## src/rtl/sfr_pkg.sv

```systemverilog
package sfr_pkg;

    // Configuration port geometry
    localparam int CFG_DW    = 64;
    localparam int CFG_IW    = 3;
    localparam int LEN_W     = 5;
    localparam int CFG_BYTES = 16;

    // Depth of the job queue between front and back
    localparam int QUEUE_DEPTH = 4;

    // Line break byte: flushes the window
    localparam logic [7:0] NEWLINE = 8'h0A;

    // Register indexes
    localparam logic [CFG_IW-1:0] CFG_PAT_LO  = 3'd0;
    localparam logic [CFG_IW-1:0] CFG_PAT_HI  = 3'd1;
    localparam logic [CFG_IW-1:0] CFG_PAT_LEN = 3'd2;
    localparam logic [CFG_IW-1:0] CFG_REP_LO  = 3'd3;
    localparam logic [CFG_IW-1:0] CFG_REP_HI  = 3'd4;
    localparam logic [CFG_IW-1:0] CFG_REP_LEN = 3'd5;

    // Live configuration; lengths are already clamped to the usable range
    typedef struct packed {
        logic [CFG_BYTES-1:0][7:0] pat;
        logic [LEN_W-1:0]          plen;
        logic [CFG_BYTES-1:0][7:0] rep;
        logic [LEN_W-1:0]          rlen;
    } t_cfg;

endpackage

```

## src/rtl/stream_find_replace.sv

```systemverilog
// Channel   Dir  Beat                      Fields (lowest bit up)
// s_axis    in   one text byte             tdata: in_byte; tlast: stream_end
// m_axis    out  one result               tdata: out_byte; tuser: has_byte,
//                                           stream_done; tlast: run_last
// i_cfg_*   in   one register write        index, 64-bit data
//
// An input byte is classified in the cycle it is accepted; a byte that releases
// one result keeps a rate of one beat per cycle while m_axis_tready is high. A
// byte that releases N results (flush or replacement, N up to 16) sends N beats;
// the job queue (4 entries) absorbs that and then holds s_axis_tready low.
// Reset is synchronous, active low; it empties the window and the queue and
// loads the register reset values. No clearing pass is needed.
module stream_find_replace
    import sfr_pkg::*;
#(
    parameter int MAX_PATTERN     = 16,
    parameter int MAX_REPLACEMENT = 16
) (
    input  logic              i_clk,
    input  logic              i_rst_n,
    input  logic              i_cfg_wen,
    input  logic [CFG_IW-1:0] i_cfg_idx,
    input  logic [CFG_DW-1:0] i_cfg_data,
    input  logic              s_axis_tvalid,
    output logic              s_axis_tready,
    input  logic [7:0]        s_axis_tdata,   // in_byte
    input  logic              s_axis_tlast,   // stream_end
    output logic              m_axis_tvalid,
    input  logic              m_axis_tready,
    output logic [7:0]        m_axis_tdata,   // out_byte
    output logic [1:0]        m_axis_tuser,   // has_byte, stream_done
    output logic              m_axis_tlast    // run_last
);

    localparam int NSLOT = (MAX_PATTERN > MAX_REPLACEMENT) ? MAX_PATTERN : MAX_REPLACEMENT;
    localparam int CW    = $clog2(NSLOT + 1);
    localparam int QW    = NSLOT * 8 + CW + 1;

    t_cfg             r_cfg;
    logic             w_clr;
    logic [LEN_W-1:0] w_len_in;

    logic                  f_push;
    logic [NSLOT-1:0][7:0] f_bytes;
    logic [CW-1:0]         f_cnt;
    logic                  f_end;
    logic                  q_room;
    logic                  q_valid;
    logic                  q_pop;
    logic [QW-1:0]         q_data;

    assign w_len_in = i_cfg_data[LEN_W-1:0];

    // Empty the window at the edge that writes the pattern length
    assign w_clr = i_cfg_wen && (i_cfg_idx == CFG_PAT_LEN);

    // Register writes; lengths are clamped on the way in
    always_ff @(posedge i_clk) begin
        if (!i_rst_n) begin
            r_cfg.pat  <= '0;
            r_cfg.plen <= LEN_W'(1);
            r_cfg.rep  <= '0;
            r_cfg.rlen <= '0;
        end else begin
            if (i_cfg_wen) begin
                unique case (i_cfg_idx)
                    CFG_PAT_LO:  r_cfg.pat[7:0]  <= i_cfg_data;
                    CFG_PAT_HI:  r_cfg.pat[15:8] <= i_cfg_data;
                    CFG_PAT_LEN: begin
                        if (w_len_in == '0) begin
                            r_cfg.plen <= LEN_W'(1);
                        end else if (w_len_in > LEN_W'(MAX_PATTERN)) begin
                            r_cfg.plen <= LEN_W'(MAX_PATTERN);
                        end else begin
                            r_cfg.plen <= w_len_in;
                        end
                    end
                    CFG_REP_LO:  r_cfg.rep[7:0]  <= i_cfg_data;
                    CFG_REP_HI:  r_cfg.rep[15:8] <= i_cfg_data;
                    CFG_REP_LEN: begin
                        if (w_len_in > LEN_W'(MAX_REPLACEMENT)) begin
                            r_cfg.rlen <= LEN_W'(MAX_REPLACEMENT);
                        end else begin
                            r_cfg.rlen <= w_len_in;
                        end
                    end
                    default: ;
                endcase
            end
        end
    end

    sfr_front #(
        .MAX_PATTERN (MAX_PATTERN),
        .NSLOT       (NSLOT),
        .CW          (CW)
    ) u_front (
        .i_clk       (i_clk),
        .i_rst_n     (i_rst_n),
        .i_cfg       (r_cfg),
        .i_clr       (w_clr),
        .i_valid     (s_axis_tvalid),
        .o_ready     (s_axis_tready),
        .i_byte      (s_axis_tdata),
        .i_end       (s_axis_tlast),
        .i_room      (q_room),
        .o_push      (f_push),
        .o_job_bytes (f_bytes),
        .o_job_cnt   (f_cnt),
        .o_job_end   (f_end)
    );

    sfr_queue #(
        .W     (QW),
        .DEPTH (QUEUE_DEPTH)
    ) u_queue (
        .i_clk   (i_clk),
        .i_rst_n (i_rst_n),
        .i_push  (f_push),
        .i_data  ({f_end, f_cnt, f_bytes}),
        .o_room  (q_room),
        .i_pop   (q_pop),
        .o_valid (q_valid),
        .o_data  (q_data)
    );

    sfr_back #(
        .NSLOT (NSLOT),
        .CW    (CW)
    ) u_back (
        .i_clk       (i_clk),
        .i_rst_n     (i_rst_n),
        .i_valid     (q_valid),
        .i_job_bytes (q_data[NSLOT*8-1:0]),
        .i_job_cnt   (q_data[NSLOT*8 +: CW]),
        .i_job_end   (q_data[QW-1]),
        .o_pop       (q_pop),
        .o_valid     (m_axis_tvalid),
        .i_ready     (m_axis_tready),
        .o_byte      (m_axis_tdata),
        .o_has       (m_axis_tuser[0]),
        .o_last      (m_axis_tlast),
        .o_done      (m_axis_tuser[1])
    );

    // A byte-less result closes its run and carries a zero byte
    a_empty_run: assert property (@(posedge i_clk) disable iff (!i_rst_n)
        m_axis_tvalid && !m_axis_tuser[0] |-> m_axis_tlast && (m_axis_tdata == 8'h00))
        else $error("byte-less result not closing its run");

    // End of stream is only flagged on the closing result of a run
    a_done_last: assert property (@(posedge i_clk) disable iff (!i_rst_n)
        m_axis_tvalid && m_axis_tuser[1] |-> m_axis_tlast)
        else $error("stream_done without run_last");

    // The back end never releases a job that is not there
    a_pop_valid: assert property (@(posedge i_clk) disable iff (!i_rst_n)
        q_pop |-> q_valid)
        else $error("job queue popped while empty");

    // The front end only pushes when the queue has room
    a_push_room: assert property (@(posedge i_clk) disable iff (!i_rst_n)
        f_push |-> q_room && s_axis_tvalid)
        else $error("job queue pushed while full");

endmodule

```

## src/rtl/sfr_front.sv

```systemverilog
module sfr_front
    import sfr_pkg::*;
#(
    parameter int MAX_PATTERN = 16,
    parameter int NSLOT       = 16,
    parameter int CW          = 5
) (
    input  logic                  i_clk,
    input  logic                  i_rst_n,
    input  t_cfg                  i_cfg,
    input  logic                  i_clr,
    input  logic                  i_valid,
    output logic                  o_ready,
    input  logic [7:0]            i_byte,
    input  logic                  i_end,
    input  logic                  i_room,
    output logic                  o_push,
    output logic [NSLOT-1:0][7:0] o_job_bytes,
    output logic [CW-1:0]         o_job_cnt,
    output logic                  o_job_end
);

    localparam int LW = $clog2(MAX_PATTERN + 1);

    logic [MAX_PATTERN-1:0][7:0] r_win, n_win;
    logic [LW-1:0]               r_cnt, n_cnt;

    logic [MAX_PATTERN-1:0][7:0] w_push;
    logic [MAX_PATTERN-1:0][7:0] w_shift;
    logic [NSLOT-1:0][7:0]       w_job;
    logic [LW-1:0]               w_cnt1;
    logic [LW-1:0]               w_plen;
    logic                        w_nl;
    logic                        w_full;
    logic                        w_match;
    logic                        w_hit;
    logic                        w_acc;

    assign o_ready = i_room;
    assign w_acc   = i_valid && i_room;
    assign o_push  = w_acc;

    assign w_plen = i_cfg.plen[LW-1:0];
    assign w_cnt1 = r_cnt + LW'(1);
    assign w_nl   = (i_byte == NEWLINE);
    assign w_full = (w_cnt1 == w_plen);

    // Append the new byte behind the pending ones and compare the pattern
    always_comb begin
        w_match = 1'b1;
        for (int i = 0; i < MAX_PATTERN; i++) begin
            w_push[i] = (LW'(i) == r_cnt) ? i_byte : r_win[i];
        end
        for (int i = 0; i < MAX_PATTERN; i++) begin
            if ((LW'(i) < w_plen) && (w_push[i] != i_cfg.pat[i])) begin
                w_match = 1'b0;
            end
        end
        w_shift = w_push;
        for (int i = 0; i < MAX_PATTERN - 1; i++) begin
            w_shift[i] = w_push[i+1];
        end
    end

    assign w_hit = !w_nl && w_full && w_match;

    // Job bytes: the window in order, or the replacement on a hit
    for (genvar g = 0; g < NSLOT; g++) begin : g_job
        if (g < MAX_PATTERN) begin : g_win
            assign w_job[g] = w_push[g];
        end else begin : g_pad
            assign w_job[g] = '0;
        end
        assign o_job_bytes[g] = w_hit ? i_cfg.rep[g] : w_job[g];
    end

    // Number of bytes this beat releases
    always_comb begin
        if (w_hit) begin
            o_job_cnt = CW'(i_cfg.rlen);
        end else if (w_nl || i_end) begin
            o_job_cnt = CW'(w_cnt1);
        end else if (w_full) begin
            o_job_cnt = CW'(1);
        end else begin
            o_job_cnt = '0;
        end
    end
    assign o_job_end = i_end;

    // Next window: empty on flush, hit or clear; on a miss drop the oldest if full, else append
    always_comb begin
        n_win = r_win;
        n_cnt = r_cnt;
        if (w_acc) begin
            if (w_nl || i_end || w_hit) begin
                n_cnt = '0;
            end else if (w_full) begin
                n_win = w_shift;
                n_cnt = w_plen - LW'(1);
            end else begin
                n_win = w_push;
                n_cnt = w_cnt1;
            end
        end
        if (i_clr) begin
            n_cnt = '0;
        end
    end

    always_ff @(posedge i_clk) begin
        if (!i_rst_n) begin
            r_cnt <= '0;
        end else begin
            r_cnt <= n_cnt;
        end
    end

    always_ff @(posedge i_clk) begin
        r_win <= n_win;
    end

endmodule

```

## src/rtl/sfr_queue.sv

```systemverilog
module sfr_queue #(
    parameter int W     = 134,
    parameter int DEPTH = 4
) (
    input  logic         i_clk,
    input  logic         i_rst_n,
    input  logic         i_push,
    input  logic [W-1:0] i_data,
    output logic         o_room,
    input  logic         i_pop,
    output logic         o_valid,
    output logic [W-1:0] o_data
);

    localparam int AW = (DEPTH > 1) ? $clog2(DEPTH) : 1;
    localparam int NW = $clog2(DEPTH + 1);

    logic [DEPTH-1:0][W-1:0] r_mem;
    logic [AW-1:0]           r_wr, n_wr;
    logic [AW-1:0]           r_rd, n_rd;
    logic [NW-1:0]           r_num, n_num;

    assign o_room  = (r_num != NW'(DEPTH));
    assign o_valid = (r_num != '0);
    assign o_data  = r_mem[r_rd];

    // Advance pointers and fill level
    always_comb begin
        n_wr  = r_wr;
        n_rd  = r_rd;
        n_num = r_num;
        if (i_push) begin
            n_wr = (r_wr == AW'(DEPTH - 1)) ? '0 : r_wr + AW'(1);
        end
        if (i_pop) begin
            n_rd = (r_rd == AW'(DEPTH - 1)) ? '0 : r_rd + AW'(1);
        end
        if (i_push && !i_pop) begin
            n_num = r_num + NW'(1);
        end else if (!i_push && i_pop) begin
            n_num = r_num - NW'(1);
        end
    end

    always_ff @(posedge i_clk) begin
        if (!i_rst_n) begin
            r_wr  <= '0;
            r_rd  <= '0;
            r_num <= '0;
        end else begin
            r_wr  <= n_wr;
            r_rd  <= n_rd;
            r_num <= n_num;
        end
    end

    always_ff @(posedge i_clk) begin
        if (i_push) begin
            r_mem[r_wr] <= i_data;
        end
    end

endmodule

```

## src/rtl/sfr_back.sv

```systemverilog
module sfr_back #(
    parameter int NSLOT = 16,
    parameter int CW    = 5
) (
    input  logic                  i_clk,
    input  logic                  i_rst_n,
    input  logic                  i_valid,
    input  logic [NSLOT-1:0][7:0] i_job_bytes,
    input  logic [CW-1:0]         i_job_cnt,
    input  logic                  i_job_end,
    output logic                  o_pop,
    output logic                  o_valid,
    input  logic                  i_ready,
    output logic [7:0]            o_byte,
    output logic                  o_has,
    output logic                  o_last,
    output logic                  o_done
);

    localparam int IW = (NSLOT > 1) ? $clog2(NSLOT) : 1;

    logic [IW-1:0] r_idx, n_idx;
    logic          r_valid;
    logic [7:0]    r_byte;
    logic          r_has;
    logic          r_last;
    logic          r_done;

    logic          w_load;
    logic          w_has;
    logic          w_last;
    logic [7:0]    w_byte;

    // Build the next beat from the head job
    assign w_has  = (i_job_cnt != '0);
    assign w_last = !w_has || ((CW'(r_idx) + CW'(1)) == i_job_cnt);
    assign w_byte = w_has ? i_job_bytes[r_idx] : 8'h00;
    assign w_load = i_valid && (!r_valid || i_ready);
    assign o_pop  = w_load && w_last;

    // Step through the job, release it after its last beat
    always_comb begin
        n_idx = r_idx;
        if (w_load) begin
            n_idx = w_last ? '0 : r_idx + IW'(1);
        end
    end

    always_ff @(posedge i_clk) begin
        if (!i_rst_n) begin
            r_idx   <= '0;
            r_valid <= 1'b0;
        end else begin
            r_idx <= n_idx;
            if (w_load) begin
                r_valid <= 1'b1;
            end else if (i_ready) begin
                r_valid <= 1'b0;
            end
        end
    end

    // Output register: hold while stalled
    always_ff @(posedge i_clk) begin
        if (w_load) begin
            r_byte <= w_byte;
            r_has  <= w_has;
            r_last <= w_last;
            r_done <= w_last && i_job_end;
        end
    end

    assign o_valid = r_valid;
    assign o_byte  = r_byte;
    assign o_has   = r_has;
    assign o_last  = r_last;
    assign o_done  = r_done;

endmodule
```

## config.mk

```make
export PLATFORM = sky130hd
export DESIGN_NAME = stream_find_replace
export DESIGN_NICKNAME = d
export VERILOG_FILES = /design/src/rtl/sfr_pkg.sv /design/src/rtl/stream_find_replace.sv /design/src/rtl/sfr_front.sv /design/src/rtl/sfr_queue.sv /design/src/rtl/sfr_back.sv
export SDC_FILE = /design/constraint.sdc
export NUM_CORES = 1
export LEC_CHECK = 0
export ABC_AREA = 1
export BUFFER_PORTS_ARGS = -buffer_cell sky130_fd_sc_hd__buf_4
export CAP_MARGIN = 20
export CORE_MARGIN = 8
export CORE_UTILIZATION = 45
export DETAILED_ROUTE_END_ITERATION = 6
export PLACE_DENSITY = 0.59
export SYNTH_ARGS = -nofsm -noshare
export SYNTH_HDL_FRONTEND = slang
export SYNTH_HIERARCHICAL = 1
export SYNTH_SLANG_ARGS = --single-unit
```

## constraint.sdc

```tcl
create_clock -name i_clk -period 14.4 [get_ports i_clk]
set_clock_uncertainty 0.15 [all_clocks]
set_input_delay 0.72 -clock i_clk [delete_from_list [all_inputs] [get_ports i_clk]]
set_output_delay 0.72 -clock i_clk [all_outputs]
set_load 0.02 [all_outputs]
```

==> results of run 1 <==
==> through the flow <==
step / power (mW) / worst slack [ps]
3_3_place_gp: 5.760 / 8618
3_5_place_dp: 5.776 / 8676
4_1_cts: 8.425 / 8600
2_1_floorplan: 4.985 / 2244
5_1_grt: 8.759 / 8024
6_report: 8.400 / 8508
==> worst min path at each step <==
stage / endpoint / slack, ps / depth (start not counted)
after floorplan: r_cfg[134]$_SDFFE_PN0P_ / 290 / 2
after global placement: r_cfg[20]$_SDFFE_PN0P_ / 330 / 2
after detailed placement: r_cfg[42]$_SDFFE_PN0P_ / 330 / 2
after CTS: r_cfg[46]$_SDFFE_PN0P_ / 80 / 3
after global routing: r_cfg[46]$_SDFFE_PN0P_ / 120 / 3
final: r_cfg[66]$_SDFFE_PN0P_ / 110 / 3
==> report_power, final <==
part           total (mW)  switching [mW]  internal (mW)
combinational        2.19            1.62          0.570
sequential           3.54           0.146           3.40
clock                2.66            1.12           1.54
total                8.40            2.89           5.51
==> registers in the layout (all words and copies together) (netlist names) <==
register and cells:
u_queue/r_num 3, u_back/o_valid 1, u_back/o_last 1, u_back/o_has 1, u_back/o_done 1, u_queue/r_mem 536
u_back/o_byte 8, u_front/r_win 128, u_queue/r_wr 2, u_back/r_idx 4, r_cfg 266, u_queue/r_rd 2
u_front/r_cnt 5
==> kinds of logic after synthesis <==
kind of cell / count (synthesis) / synth area share
adders and majority gates: 15 / 0.004526
AOI/OAI and AO/OA: 1314 / 0.1575
and+or+nand+nor: 1822 / 0.1664
buffers and inverters: 622 / 0.06417
xor gates and xnor gates: 30 / 0.006092
DFF: 958 / 0.6014
==> cells in the final DEF (no fill, tap or decap), types with 2 or more instances in the layout <==
cell type   netlist  final
a21boi_0          2      2
a21oi_1         255    255
buf_4            38    130
bufinv_16         0      4
clkbuf_1        127     23
clkbuf_16         0    109
clkbuf_8          1     18
clkinv_1          5     12
clkinv_2          0     18
clkinv_4          0      4
clkinv_8          0      3
clkinvlp_4        0      5
dfxtp_1         283    279
dfxtp_4           0      3
diode_2           0      5
edfxtp_1        675    675
ha_1             14     14
inv_1           311    307
inv_2            10      9
inv_4             0      3
inv_6             0      6
inv_8             1      2
nand2_1        1120   1119
nand3_1         127    127
nand3b_1         34     34
nand4_1           7      7
nor2_1          519    516
nor2_2            7      6
nor2_4            0      4
nor3_1            5      4
o21ai_0         591    591
o21ai_1         314    314
o22ai_1         134    134
o31ai_1          16     16
or2_2             3      3
xnor2_1          22     22
xor2_1            8      8
==> critical path, cell delays in order (launching register included) <==
cell	delay, ps
dfxtp_1	400
nor2_1	640
nand2_1	640
o21ai_1	710
nand2_1	110
nand2_1	100
nand2_1	50
inv_1	40
nand2_1	50
nor2_1	200
nand2_1	90
nand2_1	60
nand2_1	50
nor2_1	120
nand2_1	160
inv_8	450
buf_4	860
nand2_1	240
o21ai_1	390
==> layout make-up <==
type,count,area [um^2],share of cell area
sequential,958,25950,0.5435
multi-input combinational,3181,14470,0.3030
clock buffer,148,3034,0.06355
tap,1265,1583,0.03315
inverter,327,1265,0.02650
timing repair buffer,133,1023,0.02144
clock inverter,47,411.6,0.008622
antenna,5,12.51,0.0002621
==> per-layer routing <==
metal  vias up  GRT usage  part of all wire
met2      1451     0.3831              0.44
met1     16450     0.3711              0.44
li1      16120          -                 -
met4         6    0.06980             0.026
met5         -          0           0.00040
met3       205    0.04532             0.092
==> run_results.csv, run 1 <==
group,metric,value,unit
worst_setup_path,cp.required,14640,ps
finish,drive_above_1_share,0.06925,
floorplan,die_h,325.6,um
grt,grt_pass1_vias,30760,
floorplan,rows,113,
logic_synthesis,synth_area_per_cell,9.059,um^2
clock_network,clkSinkCount,958,
worst_setup_path,worstPathArrival,6130,ps
floorplan,dieArea,0.1060,mm^2
timing,fin_crit,5892,ps
timing,setup-tns-final,0,ps
route,vias,34240,
clock_network,postCtsSetupRepairBufs,0,
logic_synthesis,synthArstFlopShare,0,
power,p_per_area,176.0,mW/mm^2
route,wire_per_inst,22.99,um
logic_synthesis,syn-num-nets,4857,
logic_synthesis,syn_inst,4761,
finish,area_delta_synth_final,10.70,%
floorplan,die_x,325.6,um
clock_network,hold_buffers,0,
route,drt_iter0_drc,4025,
timing,min_period_over_period,0.4092,
logic_synthesis,synth_edf_count,675,
route,dr.pass1.iters,6,
worst_setup_path,rr_worst_depth,18,
clock_network,clkLatencyLatePin,690,ps
floorplan,core,0.09501,mm^2
worst_setup_path,reg2reg_to,"u_queue/r_mem[90]$_DFFE_PP_",
finish,stdcell_count,6064,
worst_setup_path,cp-endpoint,"u_queue/r_mem[90]$_DFFE_PP_",
timing,finalHoldViolations,0,
clock_network,htreeDepth,3,
logic_synthesis,synth_area,0.04313,mm^2
floorplan,ios,94,
outcome,outcome,"complete, no violations",
worst_setup_path,worstPathMaxFanout,94,
finish,design_area,0.04774,mm^2
timing,final-max-slew-violation-count,0,
worst_setup_path,ff2ff_setup_slack,8510,ps
power,vdd_drop_max,0.1149,mV
grt,antenna_found_initial,5,
grt,grt_max_degree,174,
logic_synthesis,synth_top_cell_by_area,"edfxtp_1",
logic_synthesis,yosysSeqAreaShare,0.6014,
timing,slew_headroom,0.2246,
timing,setup_viol,0,
timing,rsz0062_at_grt,"no",
placement,portBuffers,93,
timing,worst_pin_slew,1162,ps
logic_synthesis,synth_cell_types,33,
route,antenna_left,0,
clock_network,numCtsBuffers,103,
route,drc_errors,0,
logic_synthesis,synth_common_cells,"nand2_1, edfxtp_1, o21ai_0",
logic_synthesis,ys_ff_latch,958,
placement,gp_congestion,0.8940,
worst_setup_path,rr_startpoint,"u_front/r_cnt[2]$_SDFFE_PP0P_",
worst_setup_path,crit_type,"flop to flop",
grt,overflow,0,
placement,dpl_cell_area,0.04427,mm^2
route,drt_wl_total,139400,um
min_path,worstHoldPathType,"input port to flop",
finish,nets,4800,
power,leakagePower,18.23,nW
worst_setup_path,crit_path_start,"u_front/r_cnt[2]$_SDFFE_PP0P_",
clock_network,cts_buffer_depth,3,
worst_setup_path,startpoint_type,"flop",
worst_setup_path,cp-end-kind,"flop",
clock_network,cts_root_buffer,"clkbuf_16",
logic_synthesis,synth-main-ff-cell,"edfxtp_1",
finish,fill_cells,8910,
logic_synthesis,synth_top_area_share,0.4700,
floorplan,initial_utilization,0.4539,
placement,dpl.hpwl,91660,um
logic_synthesis,post-synth-top-count-cell,"nand2_1",
min_path,hp-start,"i_cfg_data[61]",
timing,max_freq,0.1697,GHz
timing,hold_ws,111.3,ps
finish,final_core_util,0.5025,
route,via_per_inst,5.646,
grt,track_usage,0.2526,
clock_network,cts.repair.resized,0,
logic_synthesis,ys_warn_count,6,
logic_synthesis,synth_area_leaders,"edfxtp_1, dfxtp_1, nand2_1",
run,drv_cap,0,
clock_network,cts_tree,"built",
placement,place_inst,5863,
clock_network,clk_pin_slew,70,ps
grt,grt_pass1_wl,204600,um
No activity file was read; power rests on OpenSTA's default activity.
==> inputs of run 2 (changes only) <==
- ABC_AREA: 1 -> 0
- PLACE_DENSITY: 0.59 -> 0.62
- clock period: 14.4 -> 5.01 ns (I/O delays scaled with it)
==> run 2 against run 1 <==
Net effect:
- sequential share of layout area shrank 3.4 points
- synthesized cell count down 26%
- total power grew to 2.8 times the previous value
- largest power group unchanged
==> run_results.csv, run 2 <==
group,metric,value,unit
finish,nets,3800,
worst_setup_path,crit_path_start,"u_front/r_cnt[2]$_SDFFE_PP0P_",
clock_network,numCtsBuffers,101,
worst_setup_path,crit_family,"simple AND/OR/NAND/NOR gates",
power,p_per_area,462.6,mW/mm^2
finish,area_delta_synth_final,14.67,%
finish,drive_above_1_share,0.1843,
finish,final_common_cell,"edfxtp_1",
finish,fill_cells,8384,
worst_setup_path,cp-end-kind,"flop",
worst_setup_path,crit_type,"flop to flop",
route,wire_per_inst,28.88,um
logic_synthesis,ys_warn_count,6,
finish,stdcell_count,5083,
route,dr.pass1.iters,7,
clock_network,clk_pin_slew,60,ps
worst_setup_path,rr_worst_depth,12,
logic_synthesis,synth_area_leaders,"edfxtp_1, dfxtp_1, mux4_2",
clock_network,clkSinkCount,958,
logic_synthesis,synth_area_per_cell,12.53,um^2
route,drt_wl_total,146800,um
grt,antenna_found_initial,19,
logic_synthesis,synth_top_area_share,0.4567,
route,drt_iter0_drc,4036,
worst_setup_path,startpoint_type,"flop",
grt,overflow,0,
grt,grt_pass1_wl,209700,um
placement,place_inst,4814,
timing,slew_headroom,0.1838,
floorplan,rows,115,
timing,min_period_over_period,0.9528,
logic_synthesis,synth-main-ff-cell,"edfxtp_1",
logic_synthesis,syn-num-nets,3638,
timing,worst_pin_slew,1211,ps
logic_synthesis,synth_mux_area_frac,0.1458,
clock_network,clkLatencyLatePin,700,ps
clock_network,htreeDepth,3,
power,p_total,23.54,mW
worst_setup_path,cp_cell_sequence,"buf_4 -> nand2b_1 -> nor2_2 -> a21oi_1 -> nor2_1 -> a211oi_1 -> a41oi_1 -> or4b_1 -> nor4b_4 -> buf_12 -> buf_12 -> mux2_1",
logic_synthesis,synth_edf_count,675,
clock_network,cts_tree,"built",
logic_synthesis,synth_top_family_by_area,"multiplexers",
logic_synthesis,post-synth-top-count-cell,"edfxtp_1",
timing,max_freq,0.2095,GHz
placement,dpl.hpwl,98780,um
route,antenna_left,0,
logic_synthesis,synthArstFlopShare,0,
timing,fin_crit,4773,ps
logic_synthesis,ys_ff_latch,958,
run,drv_cap,0,
logic_synthesis,synthAdderAreaFrac,0.004398,
logic_synthesis,yosys.area_share.xor_xnor,0.02842,
power,vdd_drop_max,0.2930,mV
floorplan,initial_utilization,0.4522,
floorplan,core,0.09813,mm^2
timing,rsz0062_at_grt,"no",
logic_synthesis,synth_area,0.04438,mm^2
clock_network,cts_root_buffer,"clkbuf_16",
route,drc_errors,0,
worst_setup_path,cp.required,5250,ps
floorplan,die_h,330.0,um
finish,top_regs,"u_queue/r_mem (536), r_cfg (266), u_front/r_win (128)",
worst_setup_path,cp.depth,12,
worst_setup_path,rr_startpoint,"u_front/r_cnt[2]$_SDFFE_PP0P_",
worst_setup_path,worstPathMaxFanout,20,
logic_synthesis,synth_simple_gate_area_share,0.1045,
finish,layout_common_cells,"edfxtp_1, nand2_1, dfxtp_1",
grt,grt_pass1_vias,28940,
min_path,worstHoldPathType,"input port to flop",
grt,grt_max_degree,169,
worst_setup_path,crit_top_cell,"buf_12",
finish,largest_register,"u_queue/r_mem",
timing,setup_viol,0,
floorplan,die_x,330.0,um
logic_synthesis,synth_compound_area_frac,0.09465,
logic_synthesis,synth_cell_types,83,
timing,final-max-slew-violation-count,0,
route,via_per_inst,6.016,
worst_setup_path,cpPeakStageDelay,720,ps
worst_setup_path,ff2ff_setup_slack,240,ps
route,vias,30580,
grt,track_usage,0.2643,
min_path,hold_path_depth,3,
worst_setup_path,worstPathArrival,5010,ps
worst_setup_path,cp-endpoint,"u_queue/r_mem[211]$_DFFE_PP_",
worst_setup_path,reg2reg_to,"u_queue/r_mem[211]$_DFFE_PP_",
logic_synthesis,syn_inst,3542,
power,leakagePower,16.86,nW
worst_setup_path,crit_buf_inv,3,
timing,finalHoldViolations,0,
floorplan,dieArea,0.1089,mm^2
clock_network,cts_buffer_depth,3,
worst_setup_path,cp_slowest_cell,"dfxtp_1",
outcome,outcome,"complete, no violations",
placement,portBuffers,93,
timing,setup-tns-final,0,ps
finish,largest_reg_flops,536,
logic_synthesis,synth_common_cells,"edfxtp_1, nand2_1, dfxtp_1",
logic_synthesis,yosysSeqAreaShare,0.5844,
placement,gp_congestion,0.9721,
logic_synthesis,synth_top_cell_by_area,"edfxtp_1",
floorplan,ios,94,
==> run 2: worst min path at each step <==
stage                                     to  slack [ps]                    from
6_report         u_front/r_win[48]$_DFFE_PP_          60         s_axis_tdata[0]
5_1_grt           u_front/r_win[6]$_DFFE_PP_          50         s_axis_tdata[6]
4_1_cts          u_front/r_win[54]$_DFFE_PP_          20         s_axis_tdata[6]
3_5_place_dp          r_cfg[73]$_SDFFE_PN0P_         300  r_cfg[73]$_SDFFE_PN0P_
3_3_place_gp          r_cfg[73]$_SDFFE_PN0P_         290  r_cfg[73]$_SDFFE_PN0P_
2_1_floorplan  u_queue/r_num[0]$_SDFFE_PN0P_         220                 i_rst_n
==> run 2: timing repair <==
| item | in CTS | in global routing |
|---|---|---|
| endpoints found under the setup margin | 0 | 2 |
| endpoints found under the hold margin | 287 | 0 |
| gates resized for setup | 0 | 0 |
| setup buffers | 0 | 2 |
| hold buffers | 72 | 0 |
==> run 2: layout make-up <==
class | instances | area [um^2] | area share
Antenna cell | 4 | 10.01 | 0.0001967
Clock buffer | 152 | 2903 | 0.05704
Clock inverter | 39 | 414.1 | 0.008138
Inverter | 120 | 450.4 | 0.008851
Multi-Input combinational cell | 2232 | 16900 | 0.3321
Sequential cell | 958 | 25940 | 0.5098
Tap cell | 1287 | 1610 | 0.03164
Timing Repair Buffer | 291 | 2656 | 0.05220
==> run 2: per-stage QoR <==
stage	utilization	hold slack (ps)	setup slack [ps]	area, um^2
2_1_floorplan	-	222.2	14.57	44390
3_3_place_gp	0.4772	293.2	205.9	46830
3_5_place_dp	0.4772	297.5	245.2	46830
4_1_cts	0.5183	19.12	192.8	50870
5_1_grt	0.5185	51.83	188.7	50880
6_report	0.5186	59.40	236.6	50890
==> run 2: power by group <==
group	switching (mW)	internal, mW
clock network	3.16	4.37
logic	3.40	2.27
registers	0.553	9.80
total	7.11	16.4
==> run 2: logic make-up (layout without fill, tap and decap cells) <==
group / Yosys count / count (layout)
xor gates and xnor gates: 144 / 144
and+or+nand+nor: 1065 / 1065
muxes: 402 / 402
buffers and inverters: 352 / 602
adders and majority gates: 15 / 15
other: 0 / 4
AOI/OAI and AO/OA: 606 / 606
DFF: 958 / 958
==> run 2: worst register-to-register path, stage by stage, from the launching register on <==
cell	delay, ps
dfxtp_1	720
buf_4	280
nand2b_1	320
nor2_2	150
a21oi_1	510
nor2_1	80
a211oi_1	190
a41oi_1	180
or4b_1	610
nor4b_4	380
buf_12	250
buf_12	230
mux2_1	420
==> run 2: routing by layer <==
layer | vias to the layer above | global-route usage | share of wire
li1 | 13320 | - | -
met1 | 15320 | 0.3781 | 0.41
met2 | 1640 | 0.3911 | 0.43
met3 | 291 | 0.06139 | 0.11
met4 | 8 | 0.1002 | 0.040
met5 | - | 0 | 0.00096
